--- src/hdl/psa_pkg.sv ---
// Shared types and constants of the priority scheduler with aging.
// Used by psa_cell and the top level; no dependencies.
package psa_pkg;

   localparam int TW = 32;
   localparam int SW = 8;
   localparam int CW = 9;

   localparam logic signed [15:0] PRIO_FLOOR = 16'sh8000;
   localparam logic [7:0] THRESHOLD_RESET = 8'd5;

   typedef enum logic [1:0] {
      CMD_LOAD  = 2'd0,
      CMD_TICK  = 2'd1,
      CMD_CLEAR = 2'd2,
      CMD_RSVD  = 2'd3
   } cmd_type;

   typedef struct packed {
      logic                valid;
      logic signed [15:0]  prio;
      logic [SW-1:0]       slot;
      logic [TW-1:0]       arrival;
      logic [TW-1:0]       burst;
      logic [TW-1:0]       left;
      logic                begun;
      logic [TW-1:0]       first_run;
      logic [CW-1:0]       aged;
   } chain_type;

   typedef struct packed {
      logic                load;
      logic                clear;
      logic                run;
      logic [SW-1:0]       run_slot;
      logic [CW-1:0]       loaded_count;
      logic [TW-1:0]       now;
      logic [TW-1:0]       arrival;
      logic [TW-1:0]       burst;
      logic [7:0]          prio;
      logic [7:0]          threshold;
   } ctl_type;

endpackage

--- src/hdl/psa_cell.sv ---
// One task slot of the scheduler chain: holds the slot, ages it and
// merges it into the running best as the sweep token passes. Uses psa_pkg.
module psa_cell #(
   parameter int INDEX     = 0,
   parameter int TIME_BITS = 16
) (
   input  logic                clock,
   input  logic                reset,
   input  psa_pkg::ctl_type    ctl,
   input  logic                token_in,
   input  psa_pkg::chain_type  chain_in,
   output logic                token_out,
   output psa_pkg::chain_type  chain_out
);
   import psa_pkg::*;

   localparam int WW = TIME_BITS + 2;

   logic [TIME_BITS-1:0] arr_ff, bur_ff, left_ff, ref_ff, first_ff;
   logic signed [15:0]   prio_ff, prio_in;
   logic                 begun_ff;
   logic                 token_ff;
   chain_type            chain_ff, chain_in_w;
   logic [TIME_BITS-1:0] now;
   logic                 loaded, eligible, aging, aged_event, take;
   logic                 load_hit, run_hit;
   logic signed [WW-1:0] waiting, thr_ext;

   assign now      = ctl.now[TIME_BITS-1:0];
   assign loaded   = CW'(INDEX) < ctl.loaded_count;
   assign eligible = loaded && (arr_ff <= now) && (left_ff != '0);
   assign waiting  = $signed({2'b00, now}) - $signed({2'b00, ref_ff})
                     - ($signed({2'b00, bur_ff}) - $signed({2'b00, left_ff}));
   assign thr_ext  = $signed(WW'(ctl.threshold));
   assign aging    = eligible && (waiting > thr_ext);
   assign aged_event = aging && (prio_ff != PRIO_FLOOR);
   assign prio_in  = aged_event ? prio_ff - 16'sd1 : prio_ff;
   assign take     = eligible && (!chain_in.valid || (prio_in < chain_in.prio));
   assign load_hit = ctl.load && (ctl.loaded_count == CW'(INDEX));
   assign run_hit  = ctl.run && (ctl.run_slot == SW'(INDEX));

   always_comb begin
      chain_in_w      = chain_in;
      chain_in_w.aged = chain_in.aged + CW'(aged_event);
      if (take) begin
         chain_in_w.valid     = 1'b1;
         chain_in_w.prio      = prio_in;
         chain_in_w.slot      = SW'(INDEX);
         chain_in_w.arrival   = TW'(arr_ff);
         chain_in_w.burst     = TW'(bur_ff);
         chain_in_w.left      = TW'(left_ff);
         chain_in_w.begun     = begun_ff;
         chain_in_w.first_run = TW'(first_ff);
      end
   end

   always_ff @(posedge clock) begin
      if (reset) begin
         begun_ff <= 1'b0;
         token_ff <= 1'b0;
      end else begin
         token_ff <= token_in;
         if (ctl.clear || load_hit) begin
            begun_ff <= 1'b0;
         end else if (run_hit) begin
            begun_ff <= 1'b1;
         end
      end
   end

   always_ff @(posedge clock) begin
      if (load_hit) begin
         arr_ff  <= ctl.arrival[TIME_BITS-1:0];
         bur_ff  <= ctl.burst[TIME_BITS-1:0];
         left_ff <= ctl.burst[TIME_BITS-1:0];
         ref_ff  <= ctl.arrival[TIME_BITS-1:0];
         prio_ff <= $signed({8'd0, ctl.prio});
      end else if (token_in) begin
         prio_ff <= prio_in;
         if (aging) begin
            ref_ff <= now;
         end
      end
      if (token_in) begin
         chain_ff <= chain_in_w;
      end
      if (run_hit) begin
         left_ff <= left_ff - TIME_BITS'(1);
         if (!begun_ff) begin
            first_ff <= now;
         end
      end
   end

   assign token_out = token_ff;
   assign chain_out = chain_ff;

endmodule

--- config.mk ---
export PLATFORM = sky130hd
export DESIGN_NAME = psa_cell
export DESIGN_NICKNAME = d
export VERILOG_FILES = /design/src/hdl/psa_pkg.sv /design/src/hdl/psa_cell.sv
export SDC_FILE = /design/constraint.sdc
export NUM_CORES = 1
export LEC_CHECK = 0
export BUFFER_PORTS_ARGS = -buffer_cell sky130_fd_sc_hd__clkbuf_2
export CAP_MARGIN = 20
export CORE_MARGIN = 2
export CORE_UTILIZATION = 40
export DETAILED_ROUTE_END_ITERATION = 8
export MAX_ROUTING_LAYER = met4
export PLACE_DENSITY = 0.65
export SYNTH_ARGS = -nofsm -noshare
export SYNTH_HDL_FRONTEND = slang
export SYNTH_SLANG_ARGS = --single-unit
--- constraint.sdc ---
create_clock -name clock -period 16.1 [get_ports clock]
set_input_delay 1.61 -clock clock [delete_from_list [all_inputs] [get_ports clock]]
set_output_delay 1.61 -clock clock [all_outputs]
set_load 0.02 [all_outputs]
# --- Word level (Yosys, flattened, before mapping) ---
# Cells that the tools add are included.
op_classes:
  addsub: 6
  n_mul: 0
  div_mod_pow: 0
  order_cmp: 4
  eq_ne: 1
  shifts: 0
  n_mux: 9
  bitwise_logic: 1
  reduce_logical: 19
ops:
  columns: ["op", "count"]
  rows:
  - ["153-bit two-way mux", 1]
  - ["16-bit two-way mux", 6]
  - ["16-bit by 16-bit subtractor with 17-bit output", 2]
  - ["18-bit by 9-bit > comparator with 1-bit output", 1]
  - ["17-bit by 17-bit subtractor with 18-bit output", 1]
  - ["16-bit <= comparator", 1]
  - ["16-bit < comparator", 1]
  - ["8-bit two-way mux", 2]
  - ["16-bit != test (second input constant)", 1]
  - ["16-bit nonzero test", 1]
  - ["16-bit by 1-bit subtractor with 16-bit output (second input constant)", 1]
  - ["16-bit by 2-bit subtractor with 16-bit output (second input constant)", 1]
  - ["9-bit by 1-bit adder with 9-bit output", 1]
  - ["9-bit logical NOT", 1]
  - ["1-bit by 9-bit < comparator with 1-bit output (first input constant)", 1]
  - ["8-bit logical NOT", 1]
  - ["1-bit logical AND", 7]
  - ["2-bit nonzero test", 3]
  - ["2-bit AND reduction", 2]
  - ["1-bit logical OR", 2]
  - ["2-bit OR reduction", 1]
  - ["1-bit logical NOT", 1]
  - ["1-bit inverter", 1]
totals:
  reg_bits: 261
  latch_bits: 0
  ramBits: 0
  romBits: 0
  input_bits: 298
  out_inout_bits: 164
  mem_count: 0

# --- Longest topological paths before layout ---
# Gate-level depths: netlist (run 1).
logic_depth:
  depth_word: 10
  depth_mapped: 40

# --- Worst setup path before layout (run 1) ---
# Ideal clock, no wire load.
synth_timing:
  path_type: "input-to-reg"
  startpoint: "input port ctl[80] (netlist name)"
  endpoint: "register chain_ff (netlist bit chain_out[106]), data pin"
  setup_time_ns: 0.260
  arrival_time_ns: 9.505
  path_slack_ns: 6.335
  path_stages: 39
  path_buffers: 3
  path_cell_list: "inv_1 > ha_1 > inv_1 > fa_1 > a21o_1 > a21oi_1 > o21ai_0 > a21oi_1 > o21bai_1 > a21oi_1 > o21ai_0 > or2_2 > xor2_1 > ha_1 > and2_1 > and3_1 > a221o_1 > a21o_1 > [3 not listed] > a21oi_2 > clkbuf_1 > nand4_1 > xnor2_1 > ha_1 > a21o_1 > a21o_1 > a21o_1 > a21o_1 > a21o_1 > a2111oi_0 > o32ai_1 > a21oi_1 > or4b_1 > buf_6 > nand2_8 > buf_12 > mux2_4"
synth_lines:
  columns: ["element", "line_no", "text"]
  rows:
  - ["start, declared", "psa_cell.sv:9", "input psa_pkg::ctl_type ctl,"]
  - ["end signal, assigned", "psa_cell.sv:85", "chain_ff <= chain_in_w;"]
  - ["end, declared", "psa_cell.sv:23", "chain_type chain_ff, chain_in_w;"]

==> results.cfg, run 1 <==
[status]
status = completed

[clocking]
cts_root_buf = clkbuf_16
ctsLongestPathBuffers = 3
cts_htree_levels = 1
cts_tree = yes
tritoncts_num_sinks = 261
cts_inserted_buffers = 30
cts_repair_resize_count = 0
clk_pin_slew_worst_paths_ps = 60
cts.hold.buffers_added = 0
postCtsSetupBuffers = 0
worstSkewPairLatency_ps = 580

[global_routing]
grt_pass1_vias = 10100
pin_count_of_the_biggest_net_entering_global_routing = 82
grt_first_pass_wirelength_um = 55200
gr-usage-all-layers_pct = 20.1
global_route.overflow_total = 0
antenna_found_initial = 7

[sta]
period_utilisation_layout_pct = 66.4
timing.final.setup_violations = 0
worst_max_slew_pin_slew_ps = 935
final_period_minus_worst_setup_slack_ps = 10690
fmaxAchievable_ghz = 0.0935
skew_ps = 11.8
slew_headroom_pct = 37.6
report.final.hold_viol_count = 0
count_of_pins_over_their_slew_limit = 0
rsz0062_at_grt = no
totalNegativeSetupSlack_ps = 0
tightest_hold_margin_ps = 519

[worst_setup_path]
critPathMaxFanout = 81
worst_ep_arrival_time_ps = 11010
cp_slowest_stage_delay_ps = 750
worst_path_max_delay_cell = or4b_2
cp.required_ps = 16420
worst_setup_path_end_kind = register
path_common_cell = a21o_1
crit_path_start_kind = input port
worst-setup-path-type = in -> reg

[place]
dpl_wire_length_um = 29000
io_buffer_count = 413
gpl.final_weighted_congestion = 0.872

[die]
die_area_mm2 = 0.0372
die-width_um = 193
chipHeight_um = 193
floorplan.core_area_mm2 = 0.0353
initial_utilization_pct = 40.4
row_count = 69
pin_count = 462

[route]
initialDrtViolationCount = 537
drt-vias-per-instance = 4.98
routedWlPerCell_um = 18.5
post_detailed_routing_wire_length_um = 37600
remaining_drcs = 0
number_of_detailed_routing_iterations_run_before_antenna_repair = 4
detailroute.via_count = 10100
postRouteAntennaNets = 0

[pwr]
total_power_mw = 1.89
vdd.ir_drop.worst_mv = 0.101
leakage_nw = 8.16
power_per_cell_area_mw_per_mm2 = 107

[finish]
layout-drive-gt1-share_pct = 36.1
most-common-layout-cells = clkbuf_2 (412), edfxtp_1 (251), inv_1 (98)
fill_cells = 3139
area_growth_syn_to_layout_pct = 24.6
final_net_count = 1933
most_frequent_standard_cell_in_the_layout_excluding_fill_and_tap_cells = clkbuf_2

[logic_synthesis]
fraction_of_the_yosys_area_taken_by_sequential_cells_pct = 54.3
async_reset_ff_share_pct = 0
postSynthNetCount = 1516
ys.warnings.count = 0
synthFlopType = edfxtp_1
yosys.cell_types.count = 68
synth_edf_count = 251
synth.cell_area_mm2 = 0.0142
syn-instance-count = 1123
yosys_register_bits = 261
syn_area_per_cell_um2 = 12.7

[worst_hold_path]
holdCritPathClass = reg -> reg

[run]
max_cap_check_violation_count = 0
## registers in the layout, indices dropped and copies added, names as in the netlist
name       count
token_out      1
prio_ff       16
ref_ff        16
chain_out    163
begun_ff       1
arr_ff        16
bur_ff        16
left_ff       16
first_ff      16
## critical path, delay by kind of cell
family	cells	cell delay [ps]
AOI/OAI and AO/OA	21	4160
and+or+nand+nor	6	2560
adders and majority gates	4	1320
buffers and inverters	4	510
xor gates and xnor gates	2	410
muxes	1	360
## cell usage after synthesis, types with 6 or more instances
| cell type | instances | area (um^2) |
|---|---|---|
| nor3_1 | 11 | 55.1 |
| a21oi_1 | 40 | 200 |
| and2_1 | 6 | 37.5 |
| a21o_1 | 21 | 158 |
| xnor2_1 | 59 | 517 |
| ha_1 | 92 | 1150 |
| edfxtp_1 | 251 | 7540 |
| mux2_4 | 79 | 1190 |
| nand2b_1 | 8 | 50.1 |
| nand2_1 | 65 | 244 |
| nor2_1 | 47 | 176 |
| nor2b_1 | 9 | 56.3 |
| dfxtp_1 | 10 | 200 |
| nand3_1 | 21 | 105 |
| nand4_1 | 20 | 125 |
| and3_1 | 80 | 500 |
| mux2_2 | 7 | 78.8 |
| clkbuf_1 | 24 | 90.1 |
| inv_1 | 99 | 372 |
| o21ai_0 | 54 | 270 |
| o21a_1 | 7 | 52.6 |
| buf_12 | 8 | 160 |
| xor2_1 | 23 | 201 |
| nor4_1 | 7 | 43.8 |
## worst paths after layout
path / startpoint / endpoint / depth (start not counted) / slack, ps
setup / recovery: ctl[80] / chain_out[43] / 38 / 5410
hold / removal: begun_ff / begun_ff / 2 / 520
setup reg to reg: left_ff[1] / chain_out[43] / 37 / 6220
hold reg to reg: begun_ff / begun_ff / 2 / 520
## report_power, final
group,switching (mW),internal (mW)
registers,0.0152,0.795
clock network,0.288,0.423
logic,0.208,0.163
## final cells by class
type	instances	area [um^2]	area share, %
Tap cell	461	577	3.25
Inverter	99	372	2.09
Clock inverter	23	272	1.53
Multi-Input combinational cell	727	5870	33.1
Timing Repair Buffer	421	2150	12.1
Antenna cell	7	17.5	0.0986
Clock buffer	33	762	4.29
Sequential cell	261	7740	43.6
## layer usage
layer	wire length (um)	vias to the layer above	track usage (%)
met5	0	-	-
met4	1150	0	8.02
met3	2660	59	3.69
met2	18900	340	34.5
met1	14900	4724	23.2
li1	-	4991	-
## through the flow
step           util, %  std cells  area, um^2  setup slack (ps)
2_1_floorplan        -       1123       14200              6330
3_3_place_gp      47.2       1968       16700              4940
3_5_place_dp      47.2       1968       16700              4730
4_1_cts           50.2       2024       17700              5360
5_1_grt           50.3       2032       17800              4770
6_report          50.3       2032       17800              5410
## cell families after synthesis
logic type	Yosys count	synth area share, %
simple gates	293	10.9
buf+inv	135	4.53
flops	261	54.3
fa+ha+maj	95	8.50
mux	88	9.03
compound gates	169	7.68
xor+xnor	82	5.04
Note: power is estimated with default switching activity, not from simulation.
==> inputs of run 2 (changes only) <==
--- a/config.mk
+++ b/config.mk
@@ -11,7 +11,7 @@
 export CORE_UTILIZATION = 40
 export DETAILED_ROUTE_END_ITERATION = 8
 export MAX_ROUTING_LAYER = met4
-export PLACE_DENSITY = 0.65
+export PLACE_DENSITY = 0.68
 export SYNTH_ARGS = -nofsm -noshare
 export SYNTH_HDL_FRONTEND = slang
 export SYNTH_SLANG_ARGS = --single-unit
==> constraint.sdc (replaced) <==
create_clock -name clock -period 8.7 [get_ports clock]
set_input_delay 0.87 -clock clock [delete_from_list [all_inputs] [get_ports clock]]
set_output_delay 0.87 -clock clock [all_outputs]
set_load 0.02 [all_outputs]
==> results.cfg, run 2 (synthesis results as in run 1) <==
[status]
status = completed

[route]
remaining_drcs = 0
drt-vias-per-instance = 5.02
post_detailed_routing_wire_length_um = 40500
detailroute.via_count = 10800
routedWlPerCell_um = 18.9
number_of_detailed_routing_iterations_run_before_antenna_repair = 4
postRouteAntennaNets = 0
initialDrtViolationCount = 558

[sta]
slew_headroom_pct = 28.0
count_of_pins_over_their_slew_limit = 0
period_utilisation_layout_pct = 97.5
fmaxAchievable_ghz = 0.118
report.final.hold_viol_count = 0
tightest_hold_margin_ps = 475
worst_max_slew_pin_slew_ps = 1080
final_period_minus_worst_setup_slack_ps = 8480
timing.final.setup_violations = 0
totalNegativeSetupSlack_ps = 0
rsz0062_at_grt = yes
skew_ps = 22.3

[worst_hold_path]
hold_path_cell_cnt = 2
holdCritPathClass = in -> reg
worst_hold_startpoint = ctl[130]
timing.hold.worst_endpoint = begun_ff

[place]
dpl_wire_length_um = 30500
gpl.final_weighted_congestion = 0.862
dpl.cell_count = 2060
io_buffer_count = 413
placed_cell_area_mm2 = 0.0175

[finish]
layout-drive-gt1-share_pct = 43.1
fill_cells = 2980
area_growth_syn_to_layout_pct = 34.7
finalInstanceArea_mm2 = 0.0192
final_cell_count_no_fill = 2145
final_net_count = 2045
most-common-layout-cells = clkbuf_2 (412), edfxtp_1 (251), buf_4 (102)
multiInputGateArea_mm2 = 0.00620
most_frequent_standard_cell_in_the_layout_excluding_fill_and_tap_cells = clkbuf_2
finalCoreUtilization_pct = 54.3
largest_reg_flops = 163
layout.area.seq_mm2 = 0.00774

[pwr]
leakage_nw = 8.90
power_frac_clock_pct = 37.7
power_per_cell_area_mw_per_mm2 = 195
vdd.ir_drop.worst_mv = 0.155
internal_power_mw = 2.76
power_frac_seq_pct = 40.0
comb_power_share_pct = 22.4
switchingPower_mw = 0.988
power_switching_share_pct = 26.3

[worst_setup_path]
ff2ff_setup_slack_ps = 220
crit_path_start = bur_ff[1]
worst_path_max_delay_cell = or4b_4
worst_ep_arrival_time_ps = 8790
path_delay_family = compound AO/OA/AOI/OAI gates
worst-setup-path-type = reg -> reg
worst_r2r_path_depth = 36
path_common_cell = a21o_1
worst_setup_path_end_kind = register
regToRegEndpoint = chain_out[18]
cp_slowest_stage_delay_ps = 610
crit_path_start_kind = register
timing.critical_path.buf_inv = 2
critPathMaxFanout = 8
cp.required_ps = 9010
worst_r2r_startpoint = bur_ff[1]

[global_routing]
global_route.overflow_total = 0
pin_count_of_the_biggest_net_entering_global_routing = 80
gr-usage-all-layers_pct = 20.5
antenna_found_initial = 7
grt_pass1_vias = 10600
grt_first_pass_wirelength_um = 56700

[die]
row_count = 69
pin_count = 462
die-width_um = 193
floorplan.core_area_mm2 = 0.0353
initial_utilization_pct = 40.4
die_area_mm2 = 0.0372
chipHeight_um = 193

[run]
max_cap_check_violation_count = 0

[clocking]
cts_htree_levels = 1
clk_pin_slew_worst_paths_ps = 60
cts_tree = yes
cts_root_buf = clkbuf_16
cts.hold.buffers_added = 0
ctsLongestPathBuffers = 3
worstSkewPairLatency_ps = 560
tritoncts_num_sinks = 261
cts_inserted_buffers = 30
-- run 2: changes by cell type in the layout (fill, tap and decap cells not counted), moves of 5 or more --
cell / change
clkbuf_16: +6
ha_1: -5
o21ai_1: +7
a21oi_2: +7
o21ai_0: -10
buf_4: +95
a21oi_1: -9
clkinv_1: -5
buf_6: +6
-- run 2: worst max path at each step --
stage | cells after the start | to | slack, ps
finish | 36 | chain_out[18] | 220
global route | 38 | chain_out[23] | -210
CTS | 38 | chain_out[57] | 1
detailed placement | 37 | chain_out[74] | -650
global placement | 37 | chain_out[79] | -540
floorplan | 39 | chain_out[106] | 10
-- run 2: power groups by stage --
stage | registers (mW) | clock network, mW | logic [mW]
3_3_place_gp | 1.52 | 0 | 0.752
4_1_cts | 1.50 | 1.43 | 0.780
6_report | 1.50 | 1.41 | 0.838
2_1_floorplan | 1.60 | 0 | 0.410
5_1_grt | 1.51 | 1.48 | 0.907
3_5_place_dp | 1.53 | 0 | 0.773
-- run 2: what timing repair did --
item / CTS / global route
buffers inserted: 0 / 11
endpoints found under the setup margin: 153 / 153
resized for setup: 4 / 60
pin swaps: 1 / 42
cloned: 0 / 10
-- run 2: layer usage --
metal | part of all wire (%) | up-vias | GRT usage [%]
met5 | 0 | - | -
met4 | 3.1 | 0 | 7.72
met3 | 6.4 | 57 | 3.24
met2 | 51 | 399 | 35.8
met1 | 40 | 5104 | 23.8
li1 | - | 5206 | -
-- run 2: through the flow --
| stage | setup slack, ps | total power [mW] |
|---|---|---|
| 2_1_floorplan | 13.1 | 2.01 |
| 3_3_place_gp | -536 | 2.28 |
| 3_5_place_dp | -650 | 2.30 |
| 4_1_cts | 0.979 | 3.71 |
| 5_1_grt | -215 | 3.90 |
| 6_report | 219 | 3.75 |
-- run 2: layout make-up --
| cell class | instances | share of cell area [%] |
|---|---|---|
| Antenna cell | 8 | 0.104 |
| Clock buffer | 37 | 4.37 |
| Clock inverter | 19 | 1.51 |
| Inverter | 99 | 1.94 |
| Multi-Input combinational cell | 729 | 32.3 |
| Sequential cell | 261 | 40.3 |
| Tap cell | 461 | 3.01 |
| Timing Repair Buffer | 531 | 16.4 |
==> inputs of run 3 (changes only) <==
--- a/config.mk
+++ b/config.mk
@@ -11,7 +11,7 @@
 export CORE_UTILIZATION = 40
 export DETAILED_ROUTE_END_ITERATION = 8
 export MAX_ROUTING_LAYER = met4
-export PLACE_DENSITY = 0.68
+export PLACE_DENSITY = 0.65
 export SYNTH_ARGS = -nofsm -noshare
 export SYNTH_HDL_FRONTEND = slang
 export SYNTH_SLANG_ARGS = --single-unit
==> constraint.sdc (replaced) <==
create_clock -name clock -period 8.45 [get_ports clock]
set_input_delay 0.845 -clock clock [delete_from_list [all_inputs] [get_ports clock]]
set_output_delay 0.845 -clock clock [all_outputs]
set_load 0.02 [all_outputs]
==> results.cfg, run 3 (synthesis results as in run 1) <==
[status]
status = completed

[finish]
most-common-layout-cells = clkbuf_2 (411), edfxtp_1 (251), buf_4 (123)
layout-drive-gt1-share_pct = 43.9
fill_cells = 3068
area_growth_syn_to_layout_pct = 34.3
most_frequent_standard_cell_in_the_layout_excluding_fill_and_tap_cells = clkbuf_2
multiInputGateArea_mm2 = 0.00618
final_cell_count_no_fill = 2161
largest_reg_flops = 163
finalInstanceArea_mm2 = 0.0191
final_net_count = 2066
layout.area.seq_mm2 = 0.00774

[sta]
tightest_hold_margin_ps = 464
rsz0062_at_grt = yes
count_of_pins_over_their_slew_limit = 0
skew_ps = 21.2
final_period_minus_worst_setup_slack_ps = 8340
fmaxAchievable_ghz = 0.120
period_utilisation_layout_pct = 98.8
report.final.hold_viol_count = 0
worst_max_slew_pin_slew_ps = 1000
slew_headroom_pct = 33.2
timing.final.setup_violations = 0

[clocking]
tritoncts_num_sinks = 261
cts_inserted_buffers = 29
cts_tree = yes
clk_pin_slew_worst_paths_ps = 60
ctsLongestPathBuffers = 3
cts_htree_levels = 1
worstSkewPairLatency_ps = 560
cts_root_buf = clkbuf_16

[pwr]
leakage_nw = 8.91
total_power_mw = 3.63
vdd.ir_drop.worst_mv = 0.147
power_per_cell_area_mw_per_mm2 = 190

[route]
drt-vias-per-instance = 4.97
routedWlPerCell_um = 18.1
detailroute.via_count = 10700
number_of_detailed_routing_iterations_run_before_antenna_repair = 5
post_detailed_routing_wire_length_um = 39100
postRouteAntennaNets = 0
initialDrtViolationCount = 474
remaining_drcs = 0

[die]
pin_count = 462
chipHeight_um = 193
floorplan.core_area_mm2 = 0.0353
die-width_um = 193
row_count = 69
initial_utilization_pct = 40.4
die_area_mm2 = 0.0372

[worst_setup_path]
crit_path_start = ref_ff[1]
worst_path_max_delay_cell = or4_4
path_common_cell = a21o_1
critPathMaxFanout = 4
crit_path_start_kind = register
worst_setup_path_end_kind = register
worst-setup-path-type = reg -> reg
cp.required_ps = 8750
worst_ep_arrival_time_ps = 8640
cp_slowest_stage_delay_ps = 550
worst_r2r_startpoint = ref_ff[1]

[global_routing]
pin_count_of_the_biggest_net_entering_global_routing = 75
use_met2_pct = 35.5
grt_first_pass_wirelength_um = 57500
grt.met1_usage_pct = 25.1
grt_pass1_vias = 10600
grt.met3_usage_pct = 3.56
global_route.overflow_total = 0
top_usage_layer = met2
antenna_found_initial = 4
gr-usage-all-layers_pct = 20.7

[place]
dpl_wire_length_um = 30000
io_buffer_count = 413
dpl.cell_count = 2077
placed_cell_area_mm2 = 0.0176
gpl.final_weighted_congestion = 0.824

[run]
max_cap_check_violation_count = 0

[worst_hold_path]
worst_hold_startpoint = ctl[130]
holdCritPathClass = in -> reg
[run 3: cell count changes in the layout (fill, tap and decap cells not counted), sizes merged]
cell / previous run / this run
bufbuf: 0 / 1
diode: 8 / 5
clkbuf: 455 / 442
nand2: 68 / 67
bufinv: 7 / 2
clkinvlp: 3 / 2
buf: 113 / 142
clkinv: 8 / 17
[run 3: through the flow]
stage                     util [%]  setup TNS [ps]  setup WS, ps
after floorplan                  -            -825         -10.5
after global placement        49.9          -81030          -622
after detailed placement      49.9          -95610          -732
after CTS                     53.4               0         0.326
after global routing          54.2          -19630          -215
final                         54.2               0           106
[run 3: cell type report]
cell class / count / area share, %
antenna: 5 / 0.0654
inverter: 99 / 2.01
tap: 461 / 3.01
clock inverter: 22 / 0.844
timing repair buffer: 554 / 17.5
multi-input combinational: 728 / 32.3
sequential: 261 / 40.4
clock buffer: 31 / 3.83
[run 3: where the power goes]
group	total, mW	switching, mW	internal, mW
clock	1.21	0.524	0.685
sequential	1.54	0.0292	1.51
combinational	0.881	0.445	0.436
total	3.63	0.999	2.63
[run 3: timing repair]
item,in CTS,in global routing
endpoints found under the setup margin,153,153
buffers inserted,13,9
gates cloned,4,0
gates resized for setup,18,55
hold buffers,0,0
pin swaps,18,34
[run 3: critical path: cells and delay by family (launching register included)]
family	cells	cell delay [ps]
compound gates	19	3580
xor+xnor	3	400
fa+ha+maj	3	760
buf+inv	6	810
flops	1	390
mux	1	300
simple gates	7	1830
[run 3: worst paths after layout]
kind,to,slack (ps),cells after the start
worst min register to register,begun_ff,510,2
worst max-delay path,chain_out[87],110,39
worst max register to register,chain_out[87],110,39
worst min-delay path,begun_ff,460,2
[run 3: layer usage]
layer | wire (um) | vias up
li1 | - | 5243
met1 | 16300 | 5082
met2 | 19200 | 364
met3 | 2710 | 59
met4 | 971 | 0
met5 | 0 | -
